## config.mk

```make
export PLATFORM = sky130hd
export DESIGN_NAME = ir_ball_direction_estimator_core
export DESIGN_NICKNAME = d
export VERILOG_FILES = /design/src/rtl/irbde_pkg.sv /design/src/rtl/irbde_ctrl.sv /design/src/rtl/irbde_dpath.sv /design/src/rtl/ir_ball_direction_estimator_core.sv
export SDC_FILE = /design/constraint.sdc
export NUM_CORES = 2
export LEC_CHECK = 0
export BUFFER_PORTS_ARGS = -buffer_cell sky130_fd_sc_hd__clkbuf_2
export CELL_PAD_IN_SITES_DETAIL_PLACEMENT = 0
export CELL_PAD_IN_SITES_GLOBAL_PLACEMENT = 1
export CORE_AREA = 5 5 330 332
export DETAILED_ROUTE_END_ITERATION = 8
export DIE_AREA = 0 0 335 337
export GPL_ROUTABILITY_DRIVEN = 0
export PLACE_DENSITY_LB_ADDON = 0.1
export RECOVER_POWER = 25
export SKIP_CTS_REPAIR_TIMING = 1
export SLEW_MARGIN = 20
export SYNTH_ARGS = -nofsm -noshare
export SYNTH_HDL_FRONTEND = slang
export SYNTH_SLANG_ARGS = --single-unit
export TNS_END_PERCENT = 5
```

## constraint.sdc

```tcl
create_clock -name clock -period 31.7 [get_ports clock]
set_input_delay 4.755 -clock clock [delete_from_list [all_inputs] [get_ports clock]]
set_output_delay 4.755 -clock clock [all_outputs]
set_load 0.1 [all_outputs]
```

## src/rtl/irbde_pkg.sv

```systemverilog
// ----------------------------------------------------------------------------
// irbde_pkg
// shared types, constants and tables for the ir ball direction estimator
// ----------------------------------------------------------------------------
`default_nettype none

package irbde_pkg;

   localparam int NumSensors         = 16;
   localparam int WindowHalfDefault  = 2;
   localparam int CordicStepsDefault = 16;

   localparam int LevelWidth = 7;
   localparam int AccWidth   = 16;
   localparam int AngWidth   = 28;
   localparam int CordWidth  = 44;

   // commands from the controller to the datapath
   typedef struct packed {
      logic load_raw;
      logic smooth_start;
      logic smooth_step;
      logic fill_step;
      logic sum_start;
      logic sum_step;
      logic cordic_start;
      logic cordic_step;
      logic finish;
   } cmd_type;

   // status from the datapath
   typedef struct packed {
      logic ball_seen;
      logic cordic_done;
   } status_type;

   function automatic logic signed [16:0] sin_q15(input logic [3:0] t);
      logic signed [16:0] v;
      unique case (t)
         4'd0:  v = 17'sd0;
         4'd1:  v = 17'sd12540;
         4'd2:  v = 17'sd23171;
         4'd3:  v = 17'sd30274;
         4'd4:  v = 17'sd32768;
         4'd5:  v = 17'sd30274;
         4'd6:  v = 17'sd23171;
         4'd7:  v = 17'sd12540;
         4'd8:  v = 17'sd0;
         4'd9:  v = -17'sd12540;
         4'd10: v = -17'sd23171;
         4'd11: v = -17'sd30274;
         4'd12: v = -17'sd32768;
         4'd13: v = -17'sd30274;
         4'd14: v = -17'sd23171;
         default: v = -17'sd12540;
      endcase
      return v;
   endfunction

   function automatic logic signed [16:0] cos_q15(input logic [3:0] t);
      return sin_q15(t + 4'd4);
   endfunction

   function automatic logic [22:0] atan_q16(input logic [4:0] i);
      logic [22:0] v;
      unique case (i)
         5'd0:  v = 23'd2949120;
         5'd1:  v = 23'd1740967;
         5'd2:  v = 23'd919879;
         5'd3:  v = 23'd466945;
         5'd4:  v = 23'd234379;
         5'd5:  v = 23'd117304;
         5'd6:  v = 23'd58666;
         5'd7:  v = 23'd29335;
         5'd8:  v = 23'd14668;
         5'd9:  v = 23'd7334;
         5'd10: v = 23'd3667;
         5'd11: v = 23'd1833;
         5'd12: v = 23'd917;
         5'd13: v = 23'd458;
         5'd14: v = 23'd229;
         5'd15: v = 23'd115;
         5'd16: v = 23'd57;
         5'd17: v = 23'd29;
         5'd18: v = 23'd14;
         5'd19: v = 23'd7;
         5'd20: v = 23'd4;
         5'd21: v = 23'd2;
         5'd22: v = 23'd1;
         default: v = 23'd0;
      endcase
      return v;
   endfunction

   // raw / 1000 for a 16 bit sample, via reciprocal multiply (exact over 16 bits)
   function automatic logic [6:0] div1000(input logic [15:0] raw);
      logic [34:0] prod;
      prod = 35'(raw) * 35'd268436;
      return prod[34:28];
   endfunction

endpackage

`default_nettype wire

```

## src/rtl/irbde_ctrl.sv

```systemverilog
// ----------------------------------------------------------------------------
// irbde_ctrl
// sequencer: smoothing walk, fill, window sum, cordic and result hand-off
// ----------------------------------------------------------------------------
`default_nettype none

module irbde_ctrl #(
   parameter int WINDOW_HALF  = irbde_pkg::WindowHalfDefault,
   parameter int CORDIC_STEPS = irbde_pkg::CordicStepsDefault
) (
   input  wire                   clock,
   input  wire                   reset,
   input  wire                   req_tvalid,
   output logic                  req_tready,
   input  wire  [2:0]            req_pos,
   output logic                  rsp_tvalid,
   input  wire                   rsp_tready,
   output irbde_pkg::cmd_type    cmd,
   input  irbde_pkg::status_type status
);

   localparam int NumSensors = irbde_pkg::NumSensors;
   localparam int HalfRing   = NumSensors / 2;
   localparam int CntW       = $clog2(NumSensors + 2 * WINDOW_HALF + CORDIC_STEPS + 2);

   typedef enum logic [6:0] {
      ST_IDLE   = 7'b0000001,
      ST_SMOOTH = 7'b0000010,
      ST_FILL   = 7'b0000100,
      ST_SUM    = 7'b0001000,
      ST_CORDIC = 7'b0010000,
      ST_FIN    = 7'b0100000,
      ST_OUT    = 7'b1000000
   } state_type;

   state_type         state_ff, state_in;
   logic [CntW-1:0]   cnt_ff, cnt_in;
   logic              accept;
   logic              closes;

   assign req_tready = (state_ff == ST_IDLE);
   assign rsp_tvalid = (state_ff == ST_OUT);
   assign accept     = req_tvalid && req_tready;
   assign closes     = (32'(req_pos) == HalfRing - 1);

   // next state and commands
   always_comb begin
      state_in = state_ff;
      cnt_in   = cnt_ff;
      cmd      = '0;
      unique case (state_ff)
         ST_IDLE: begin
            if (accept && 32'(req_pos) < HalfRing) begin
               cmd.load_raw = 1'b1;
               if (closes) begin
                  cmd.smooth_start = 1'b1;
                  cnt_in   = '0;
                  state_in = ST_SMOOTH;
               end
            end
         end
         ST_SMOOTH: begin
            cmd.smooth_step = 1'b1;
            cnt_in = cnt_ff + 1'b1;
            if (32'(cnt_ff) == NumSensors - 1) begin
               state_in = ST_FILL;
            end
         end
         ST_FILL: begin
            cmd.fill_step = 1'b1;
            if (status.ball_seen) begin
               cmd.sum_start = 1'b1;
               cnt_in   = '0;
               state_in = ST_SUM;
            end else begin
               state_in = ST_FIN;
            end
         end
         ST_SUM: begin
            cmd.sum_step = 1'b1;
            cnt_in = cnt_ff + 1'b1;
            if (32'(cnt_ff) == 2 * WINDOW_HALF) begin
               // all ones marks the set-up cycle, above any step count
               state_in = ST_CORDIC;
               cnt_in   = '1;
            end
         end
         ST_CORDIC: begin
            if (cnt_ff == '1) begin
               cmd.cordic_start = 1'b1;
               cnt_in = '0;
            end else begin
               cmd.cordic_step = 1'b1;
               cnt_in = cnt_ff + 1'b1;
               if (status.cordic_done || 32'(cnt_ff) == CORDIC_STEPS - 1) begin
                  state_in = ST_FIN;
               end
            end
         end
         ST_FIN: begin
            cmd.finish = 1'b1;
            state_in   = ST_OUT;
         end
         ST_OUT: begin
            if (rsp_tready) state_in = ST_IDLE;
         end
         default: state_in = ST_IDLE;
      endcase
   end

   always_ff @(posedge clock) begin
      if (reset) begin
         state_ff <= ST_IDLE;
         cnt_ff   <= '0;
      end else begin
         state_ff <= state_in;
         cnt_ff   <= cnt_in;
      end
   end

endmodule

`default_nettype wire

```

## src/rtl/irbde_dpath.sv

```systemverilog
// ----------------------------------------------------------------------------
// irbde_dpath
// level stores, smoothing, peak search, window sum and cordic vectoring
// ----------------------------------------------------------------------------
`default_nettype none

module irbde_dpath #(
   parameter int WINDOW_HALF  = irbde_pkg::WindowHalfDefault,
   parameter int CORDIC_STEPS = irbde_pkg::CordicStepsDefault
) (
   input  wire                     clock,
   input  wire                     reset,
   input  irbde_pkg::cmd_type      cmd,
   output irbde_pkg::status_type   status,
   input  wire  [2:0]              req_pos,
   input  wire  [15:0]             req_x,
   input  wire  [15:0]             req_y,
   output logic [8:0]              dir_out,
   output logic                    seen_out,
   output logic [3:0]              peak_id_out,
   output logic [5:0]              peak_lvl_out
);

   localparam int NumSensors = irbde_pkg::NumSensors;
   localparam int HalfRing   = NumSensors / 2;
   localparam int IdW        = $clog2(NumSensors);
   localparam int LW         = irbde_pkg::LevelWidth;
   localparam int AW         = irbde_pkg::AccWidth;
   localparam int CW         = irbde_pkg::CordWidth;
   localparam int GW         = irbde_pkg::AngWidth;
   localparam int SW         = $clog2(CORDIC_STEPS + 1);

   // level stores
   logic signed [LW-1:0] raw_ff    [NumSensors];
   logic signed [LW-1:0] smooth_ff [NumSensors];
   logic                 smooth_vld_ff [NumSensors];
   logic signed [LW-1:0] lv_ff     [NumSensors];

   logic [IdW-1:0]       idx_ff;
   logic signed [LW-1:0] best_ff;
   logic [IdW-1:0]       best_id_ff;
   logic [IdW-1:0]       win_id_ff;
   logic signed [AW-1:0] xa_ff, ya_ff;
   logic signed [CW-1:0] cx_ff, cy_ff;
   logic signed [GW-1:0] ang_ff;
   logic [SW-1:0]        step_ff;
   logic [8:0]           dir_ff;

   logic signed [LW-1:0] old_lv;
   logic signed [10:0]   smix;
   logic [9:0]           smag;
   logic [17:0]          sq;
   logic [6:0]           sdiv;
   logic signed [LW-1:0] snew;
   logic signed [LW-1:0] lid;
   logic signed [AW+17:0] px, py;
   logic signed [AW-1:0]  xa_in, ya_in;
   logic [3:0]           tix;
   logic signed [CW-1:0] shx, shy;
   logic signed [GW+17:0] deg_prod;
   logic signed [GW-1:0]  deg_q;
   logic signed [LW:0]   avg_a, avg_b;

   assign old_lv = smooth_vld_ff[idx_ff] ? smooth_ff[idx_ff] : '0;
   assign smix   = 11'(6) * 11'(raw_ff[idx_ff]) + 11'(4) * 11'(old_lv);

   // divide by ten toward zero: magnitude times 205/2048, exact for |smix| <= 600
   assign smag = smix[10] ? 10'(-smix) : 10'(smix);
   assign sq   = 18'(smag) * 18'd205;
   assign sdiv = sq[17:11];
   assign snew = smix[10] ? LW'(-$signed(sdiv)) : LW'($signed(sdiv));

   // window table index and products
   assign lid = lv_ff[win_id_ff];
   assign tix = 4'((32'(win_id_ff) * 16) / NumSensors);
   assign px  = (AW+18)'(xa_ff) * 34'sd32768 + (AW+18)'(lid) * (AW+18)'(irbde_pkg::cos_q15(tix));
   assign py  = (AW+18)'(ya_ff) * 34'sd32768 + (AW+18)'(lid) * (AW+18)'(irbde_pkg::sin_q15(tix));
   assign xa_in = AW'(px / 34'sd32768);
   assign ya_in = AW'(py / 34'sd32768);

   // floor shifts for cordic
   assign shx = cx_ff >>> step_ff;
   assign shy = cy_ff >>> step_ff;

   assign avg_a = (LW+1)'(lv_ff[HalfRing-2]) + (LW+1)'(lv_ff[HalfRing]);
   assign avg_b = (LW+1)'(lv_ff[0]) + (LW+1)'(lv_ff[NumSensors-2]);

   assign deg_prod = (GW+18)'(ang_ff) * (GW+18)'(65538);
   assign deg_q    = GW'(deg_prod / (GW+18)'(64'sd1 <<< 32));

   assign status.ball_seen   = (best_ff > 0);
   assign status.cordic_done = (cy_ff == '0);

   always_ff @(posedge clock) begin
      if (reset) begin
         for (int i = 0; i < NumSensors; i++) smooth_vld_ff[i] <= 1'b0;
      end else if (cmd.smooth_step) begin
         smooth_vld_ff[idx_ff] <= 1'b1;
      end
   end

   always_ff @(posedge clock) begin
      // capture the two levels of one position
      if (cmd.load_raw) begin
         raw_ff[IdW'(req_pos)] <= LW'(7'sd60 - $signed(irbde_pkg::div1000(req_x)));
         raw_ff[IdW'(req_pos) + IdW'(HalfRing)] <=
            LW'(7'sd60 - $signed(irbde_pkg::div1000(req_y)));
      end
      if (cmd.smooth_start) begin
         idx_ff     <= '0;
         best_ff    <= '0;
         best_id_ff <= '0;
      end
      // one sensor per cycle: smooth, store, track last peak
      if (cmd.smooth_step) begin
         smooth_ff[idx_ff] <= snew;
         lv_ff[idx_ff]     <= snew;
         idx_ff            <= idx_ff + 1'b1;
         if (snew >= best_ff) begin
            if (snew > best_ff) best_ff <= snew;
            best_id_ff <= idx_ff;
         end
      end
      // neighbour averages for the two gap sensors
      if (cmd.fill_step) begin
         lv_ff[HalfRing-1]   <= LW'(avg_a / 8'sd2);
         lv_ff[NumSensors-1] <= LW'(avg_b / 8'sd2);
      end
      if (cmd.sum_start) begin
         xa_ff     <= '0;
         ya_ff     <= '0;
         win_id_ff <= IdW'(32'(best_id_ff) + NumSensors - WINDOW_HALF);
      end
      if (cmd.sum_step) begin
         xa_ff     <= xa_in;
         ya_ff     <= ya_in;
         win_id_ff <= win_id_ff + 1'b1;
      end
      // cordic preparation: half turn when x is negative
      if (cmd.cordic_start) begin
         step_ff <= '0;
         if (xa_ff < 0) begin
            cx_ff  <= -(CW'(xa_ff) <<< 16);
            cy_ff  <= -(CW'(ya_ff) <<< 16);
            ang_ff <= (ya_ff >= 0) ? GW'(180 * 65536) : -GW'(180 * 65536);
         end else begin
            cx_ff  <= CW'(xa_ff) <<< 16;
            cy_ff  <= CW'(ya_ff) <<< 16;
            ang_ff <= '0;
         end
      end
      if (cmd.cordic_step && cy_ff != '0) begin
         step_ff <= step_ff + 1'b1;
         if (cy_ff > 0) begin
            cx_ff  <= cx_ff + shy;
            cy_ff  <= cy_ff - shx;
            ang_ff <= ang_ff + GW'(irbde_pkg::atan_q16(5'(step_ff)));
         end else begin
            cx_ff  <= cx_ff - shy;
            cy_ff  <= cy_ff + shx;
            ang_ff <= ang_ff - GW'(irbde_pkg::atan_q16(5'(step_ff)));
         end
      end
      // whole degrees and wrap
      if (cmd.finish) begin
         if (!status.ball_seen) dir_ff <= '0;
         else if (deg_q > 360) dir_ff <= 9'(deg_q - 360);
         else if (deg_q < 1)   dir_ff <= 9'(deg_q + 360);
         else                  dir_ff <= 9'(deg_q);
      end
   end

   assign dir_out      = dir_ff;
   assign seen_out     = status.ball_seen;
   assign peak_id_out  = 4'(best_id_ff);
   assign peak_lvl_out = status.ball_seen ? 6'(best_ff) : 6'd0;

endmodule

`default_nettype wire

```

## src/rtl/ir_ball_direction_estimator_core.sv

```systemverilog
// ----------------------------------------------------------------------------
// ir_ball_direction_estimator_core
// bearing of an ir ball from a multiplexed ring of sensors
// ----------------------------------------------------------------------------
// Each request carries one multiplexer position and two conversions. Requests
// below the last position give no response. The request at the last position
// starts the frame walk: smoothing and peak search at one sensor per cycle, a
// fill step, the window sum over 2*WINDOW_HALF+1 sensors, a set-up step, up to
// CORDIC_STEPS vectoring steps and a scaling step; with no ball seen, the walk
// goes from fill straight to scaling. No request is taken during the walk,
// then one response is held until taken.
`default_nettype none

module ir_ball_direction_estimator_core #(
   parameter int WINDOW_HALF  = irbde_pkg::WindowHalfDefault,
   parameter int CORDIC_STEPS = irbde_pkg::CordicStepsDefault
) (
   input  wire         clock,
   input  wire         reset,
   input  wire         req_tvalid,
   output logic        req_tready,
   input  wire  [39:0] req_tdata,  // mux_position[2:0], x_sample[18:3], y_sample[34:19]
   output logic        rsp_tvalid,
   input  wire         rsp_tready,
   output logic [23:0] rsp_tdata   // direction_degrees[8:0], ball_seen[9],
                                   // peak_sensor[13:10], peak_level[19:14]
);

   irbde_pkg::cmd_type    cmd;
   irbde_pkg::status_type status;
   logic [8:0] dir;
   logic       seen;
   logic [3:0] pid;
   logic [5:0] plv;

   irbde_ctrl #(.WINDOW_HALF(WINDOW_HALF), .CORDIC_STEPS(CORDIC_STEPS)) u_ctrl (
      .clock(clock), .reset(reset), .req_tvalid(req_tvalid), .req_tready(req_tready),
      .req_pos(req_tdata[2:0]), .rsp_tvalid(rsp_tvalid), .rsp_tready(rsp_tready),
      .cmd(cmd), .status(status)
   );

   irbde_dpath #(.WINDOW_HALF(WINDOW_HALF), .CORDIC_STEPS(CORDIC_STEPS)) u_dpath (
      .clock(clock), .reset(reset), .cmd(cmd), .status(status),
      .req_pos(req_tdata[2:0]), .req_x(req_tdata[18:3]), .req_y(req_tdata[34:19]),
      .dir_out(dir), .seen_out(seen), .peak_id_out(pid), .peak_lvl_out(plv)
   );

   assign rsp_tdata = {4'd0, plv, pid, seen, dir};

endmodule

`default_nettype wire

```

-- After elaboration in Yosys (flattened, before gate mapping)
Memory sizes are Yosys's and may differ from the RTL's. A register that Yosys moved wholly into a read port is not among the register bits.
Cells that the tools add are included.
- add/subtract/negate cells: 32
- multipliers: 7
- $lt $le $gt $ge: 8
- equal/unequal tests: 19
- shift operators: 2
- muxes and demuxes: 88
- bitwise logic cells: 5
- reduce and logical (&&, ||, !) cells: 16
- operators by type and width (cell ; number):
    2-to-1 mux 44 bit ; 8
    2-to-1 mux 28 bit ; 5
    2-to-1 mux 7 bit ; 14
    2-to-1 mux 23 bit ; 4
    adder 44 bit ; 2
    negation 32 -> 44 bit ; 2
    >>> shifter 44 x 5 -> 44 bit ; 2
    subtractor 44 bit ; 2
    multiplier 16 x 17 -> 33 bit, second input constant ; 2
    adder 31 x 24 -> 32 bit ; 2
    2-to-1 mux 4 bit ; 14
    one-hot mux 7 bit (7 select lines) ; 1
    multiplier 7 x 17 -> 24 bit ; 2
    2-to-1 mux 16 bit ; 3
    multiplier 28 x 17 -> 45 bit, second input constant ; 1
    > comparator 44 x 1 -> 1 bit, second input constant ; 1
    logical NOT 44 bit ; 1
    nonzero test 44 bit ; 1
    2-to-1 mux 6 bit ; 7
    adder 16 x 1 -> 16 bit ; 2
    OR reduction 31 bit ; 1
    one-hot mux 6 bit (5 select lines) ; 1
    OR reduction 15 bit ; 2
    adder 28 x 1 -> 28 bit ; 1
    other kinds (52) ; 96
- register bits: 194
- bits in writable memories: 352
- memory bits (read-only): 1952
- input bits: 44
- output and inout bits: 26
- logic and storage cells: 198
- memories: 8
- memory list (name ; depth ; width ; rd ports ; clocked after Yosys merged registers in ; write ports ; line ; source):
    (no name shown) ; 32 ; 22 ; 1 ; 1 ; 0 ; irbde_pkg.sv:66 ; unique case (i)
    (no name shown) ; 32 ; 22 ; 1 ; 1 ; 0 ; irbde_pkg.sv:66 ;
    (no name shown) ; 16 ; 17 ; 1 ; 1 ; 0 ; irbde_pkg.sv:39 ; unique case (t)
    (no name shown) ; 16 ; 17 ; 1 ; 0 ; 0 ; irbde_pkg.sv:39 ;
    u_dpath.lv_ff ; 16 ; 7 ; 5 ; 1 ; 2 ; irbde_dpath.sv:37 ; logic signed [LW-1:0] lv_ff [NumSensors];
    u_dpath.raw_ff ; 16 ; 7 ; 1 ; 1 ; 2 ; irbde_dpath.sv:34 ; logic signed [LW-1:0] raw_ff [NumSensors];
    2 more memories ; -- ; -- ; -- ; -- ; -- ; -- ;

-- Longest topological paths before layout
- depth in word-level cells: 11
- gate-level depth with buffers: 56
- gate-level depth less buffers: 50

-- Modules after synthesis
From an unflattened synthesis, not the netlist that was laid out.
- cell total of the unflattened synthesis: 5563
- area, all modules: 56653.1 um^2
- by module, submodules not included (module ; times used ; cells an instance ; area each (um^2) ; sequential area each (um^2)):
    irbde_dpath ; 1 ; 5442 ; 55702.2 ; 13653.1
    irbde_ctrl ; 1 ; 115 ; 909.6 ; 260.2
    ir_ball_direction_estimator_core ; 1 ; 6 ; 41.3 ; 0.0

-- Least setup slack after synthesis
Ideal clock, no wire load.
- kind: flip-flop to flip-flop
- from: reg (tool-made name)
- to: reg u_dpath.best_ff[5]
- library setup time: 69 ps
- arrival: 12083 ps
- required time: 31631 ps
- slack: 19548 ps
- cell stages (with the launch flop): 54
- buffers on the path: 7
- clock period less this slack: 12152 ps
- path through: dfxtp_1 > buf_6 > buf_8 > buf_2 > buf_1 > buf_1 > mux4_2 > mux4_2 > ha_1 > ha_1 > inv_1 > fa_1 > inv_1 > a21oi_1 > o21bai_1 > a21o_1 > nand2_1 > xnor2_1 > [18 not listed] > o21ai_0 > a211o_1 > ha_1 > nand2_1 > o21ai_1 > ha_1 > nor2b_1 > o21ai_0 > nand2b_1 > a21oi_1 > nor2b_1 > o21ai_0 > nand3_1 > o21ai_0 > or3_1 > clkbuf_1 > nand3_1 > o21ai_1
- RTL lines (what ; line ; source):
    end signal: assignment ; irbde_dpath.sv:120 ; if (snew > best_ff) best_ff <= snew;
    end: declaration ; irbde_dpath.sv:40 ; logic signed [LW-1:0] best_ff;

==> results.md <==
* Clock transition at path regs at around 0.060 ns
* Die span in y at 337 µm
* Detailed placement HPWL at 118800 µm
* Initial DRC count at about 3200
* Routed vias/inst at roughly 6
* Status: complete, but fails checks
* Clk root buf: clkbuf_16
* Total gr overflow at 0
* Clk sinks at 589
* Final Hold Violating Endpoints at 0
* Port bufs at 60
* Warnings, synthesis at 0
* Clk_skew at 0.03107 ns
* Worst path most repeated cell: ha_1
* Initial antenna violation count at 18
* Final setup vio count at 0
* Post-synth top area cell: edfxtp_1
* Die span in x at 335 µm
* Critical path type: flip-flop to flip-flop
* Mapped Cells at 5766
* Crit path max fanout at 44
* Total track usage at 26.80%
* Post-route DRC at 0
* Tcrit/Tclk final at just over 40%
* Most common cell after layout, fill and taps aside: ha_1
* Worst-Skew Late Latency at about 0.66 ns
* Clock tree buffer depth at 3
* Achievable Freq at around 80 MHz
* MaxCap Viol Count at 2
* Inst Count DP at 7089
* Max-slew violation count at 70
* Via count at between 40000 and 50000
* Nets at roughly 6800
* Failing checks: capacitance limit, slew limit
* Startpoint types: flip-flop
* IO Pins at 70
* Core box area at 0.1060 mm²
* Initial Util at 56.24%
* Share of the synthesized area in the top cell type at roughly 25%
* Vias in the first global route at between 40000 and 50000
* Cts bufs inserted at 69
* Per-cell routed wire length at roughly 21 µm
* Slew HR at -31.13%
* Post-Synthesis Cell Area at ~0.06 mm²
* Layout area overhead at 6.477%
* Post-synthesis sequential area ratio at approximately 28%
* Initial DRT Pass Iterations at 7
* Distinct cells, synth at ~110
* Setup TNS at 0 ns
* CTS H-tree lvls at 3
* Post-synthesis register bit count at roughly 590
* Worst path slowest cell: xor2_1
* Worst EP arrival at ~13 ns
* Number of enable flip-flop cells after synthesis at ~510
* FFs w/ async S/R, synth at 0%
* Main flop type after synthesis: edfxtp_1
* Final non-filler cell total at 7224
* HP Class: flip-flop to flip-flop
* CTS tree: done
* Most frequent cells in the layout: ha_1 (687), inv_1 (516), edfxtp_1 (506)
* WL final at between 150000 and 200000 µm
* RSZ-0062 raised after global routing: false
* Nature of the critical path endpoint: flip-flop
* DIE AREA at between 0.1 and 0.15 mm²
* Min Clock Period, post-route at around 13 ns
* Largest net degree at the start of global routing at between 80 and 90
* Slowest stage delay, CP at 0.71 ns
* Worst path required time at roughly 32 ns
* Fraction of layout cells with a size suffix above 1 at under 10%
* Synth Area per Inst at around 10 µm²
* Synth area leaders: edfxtp_1 (25%), ha_1 (14%), fa_1 (11%)
* Cell Rows at 120
* Post-route ant nets at 0
* First-pass GRT wire length at approximately 240000 µm
* Worst Max-Slew Pin Slew at 1.967 ns
-- path summary, 6_finish.rpt --
| path | startpoint | end | slack [ns] | cells past startpoint |
|---|---|---|---|---|
| max | flip-flop | u_dpath.peak_id_out[3] | 18.86 | 47 |
| min | u_dpath.smooth_vld_ff[10] | u_dpath.smooth_vld_ff[10] | 0.46 | 2 |
| max reg2reg | flip-flop | u_dpath.peak_id_out[3] | 18.86 | 47 |
| min reg2reg | u_dpath.smooth_vld_ff[10] | u_dpath.smooth_vld_ff[10] | 0.46 | 2 |
-- final cells by class --
type                    instances  area, µm²
flip-flops and latches        589      16860
clock inverters                33      340.3
repair buffers                123      716.9
multi-input cells            4452      39960
well taps                    1403       1755
diodes                         10      25.02
fillers                      9054      42530
clock buffers                  92       1843
inverters                     522       1964
-- critical path: cells and delay by family, from the launching register on --
kind | cells | cell delay, ns
xor+xnor | 5 | 1.68
flops | 1 | 0.63
compound gates | 12 | 2.68
buf+inv | 7 | 1.27
simple gates | 10 | 1.50
mux | 2 | 0.95
fa+ha+maj | 11 | 3.98
-- metrics by stage --
step | utilization (%) | area (µm²) | setup slack, ns | hold slack [ns]
after global placement | 57.84 | 61310 | 19.06 | 0.4457
after detailed placement | 57.84 | 61310 | 18.90 | 0.4535
after CTS | 59.90 | 63490 | 18.86 | 0.4667
after floorplan | - | 59620 | 19.55 | 0.4348
final | 59.88 | 63470 | 18.86 | 0.4636
after global routing | 59.87 | 63470 | 17.87 | 0.4934
-- registers in the layout (all words and copies together), names as in the netlist, 7 cells and up, named ones only --
| name | cells |
|---|---|
| u_dpath.cy_ff | 44 |
| u_ctrl.state_ff | 7 |
| u_dpath.best_ff | 7 |
| u_dpath.ya_ff | 16 |
| u_dpath.lv_ff | 112 |
| u_dpath.cx_ff | 44 |
| u_dpath.ang_ff | 28 |
| u_dpath.smooth_ff | 112 |
| u_dpath.dir_out | 9 |
| u_dpath.xa_ff | 16 |
| u_dpath.raw_ff | 112 |
| u_dpath.smooth_vld_ff | 16 |
-- per-layer routing --
metal | GRT usage, % | share of wire, %
met4 | 8.045 | 3.2
met3 | 4.058 | 5.8
met2 | 45.43 | 48
met5 | 0.04255 | 0.068
met1 | 35.92 | 43
-- cell families (layout without fill, tap and decap cells) --
logic type	after synthesis	after routing	share of synthesized area, %
simple gates	1544	1544	12.49
compound gates	1111	1111	11.82
fa+ha+maj	1027	1027	25.82
buf+inv	728	770	4.891
flops	589	589	28.28
xor+xnor	403	403	5.971
mux	363	363	10.73
other cells	1	14	0.006291
-- synth_stat cells, types with 73 or more instances --
cell type and n:
ha_1 687, inv_1 519, edfxtp_1 506, nor2_1 482, nand2_1 382, fa_1 339
a21oi_1 318, o21ai_0 259, xnor2_1 251, mux4_2 214, xor2_1 148, clkbuf_1 129
nand3_1 116, a21o_1 109, and2_1 109, mux2i_1 93, dfxtp_1 83, nor3_1 77
nand2b_1 73
Power is left out: the tool's default activity adds up to more than one toggle a clock period on the data nets, which glitch-free logic cannot reach.
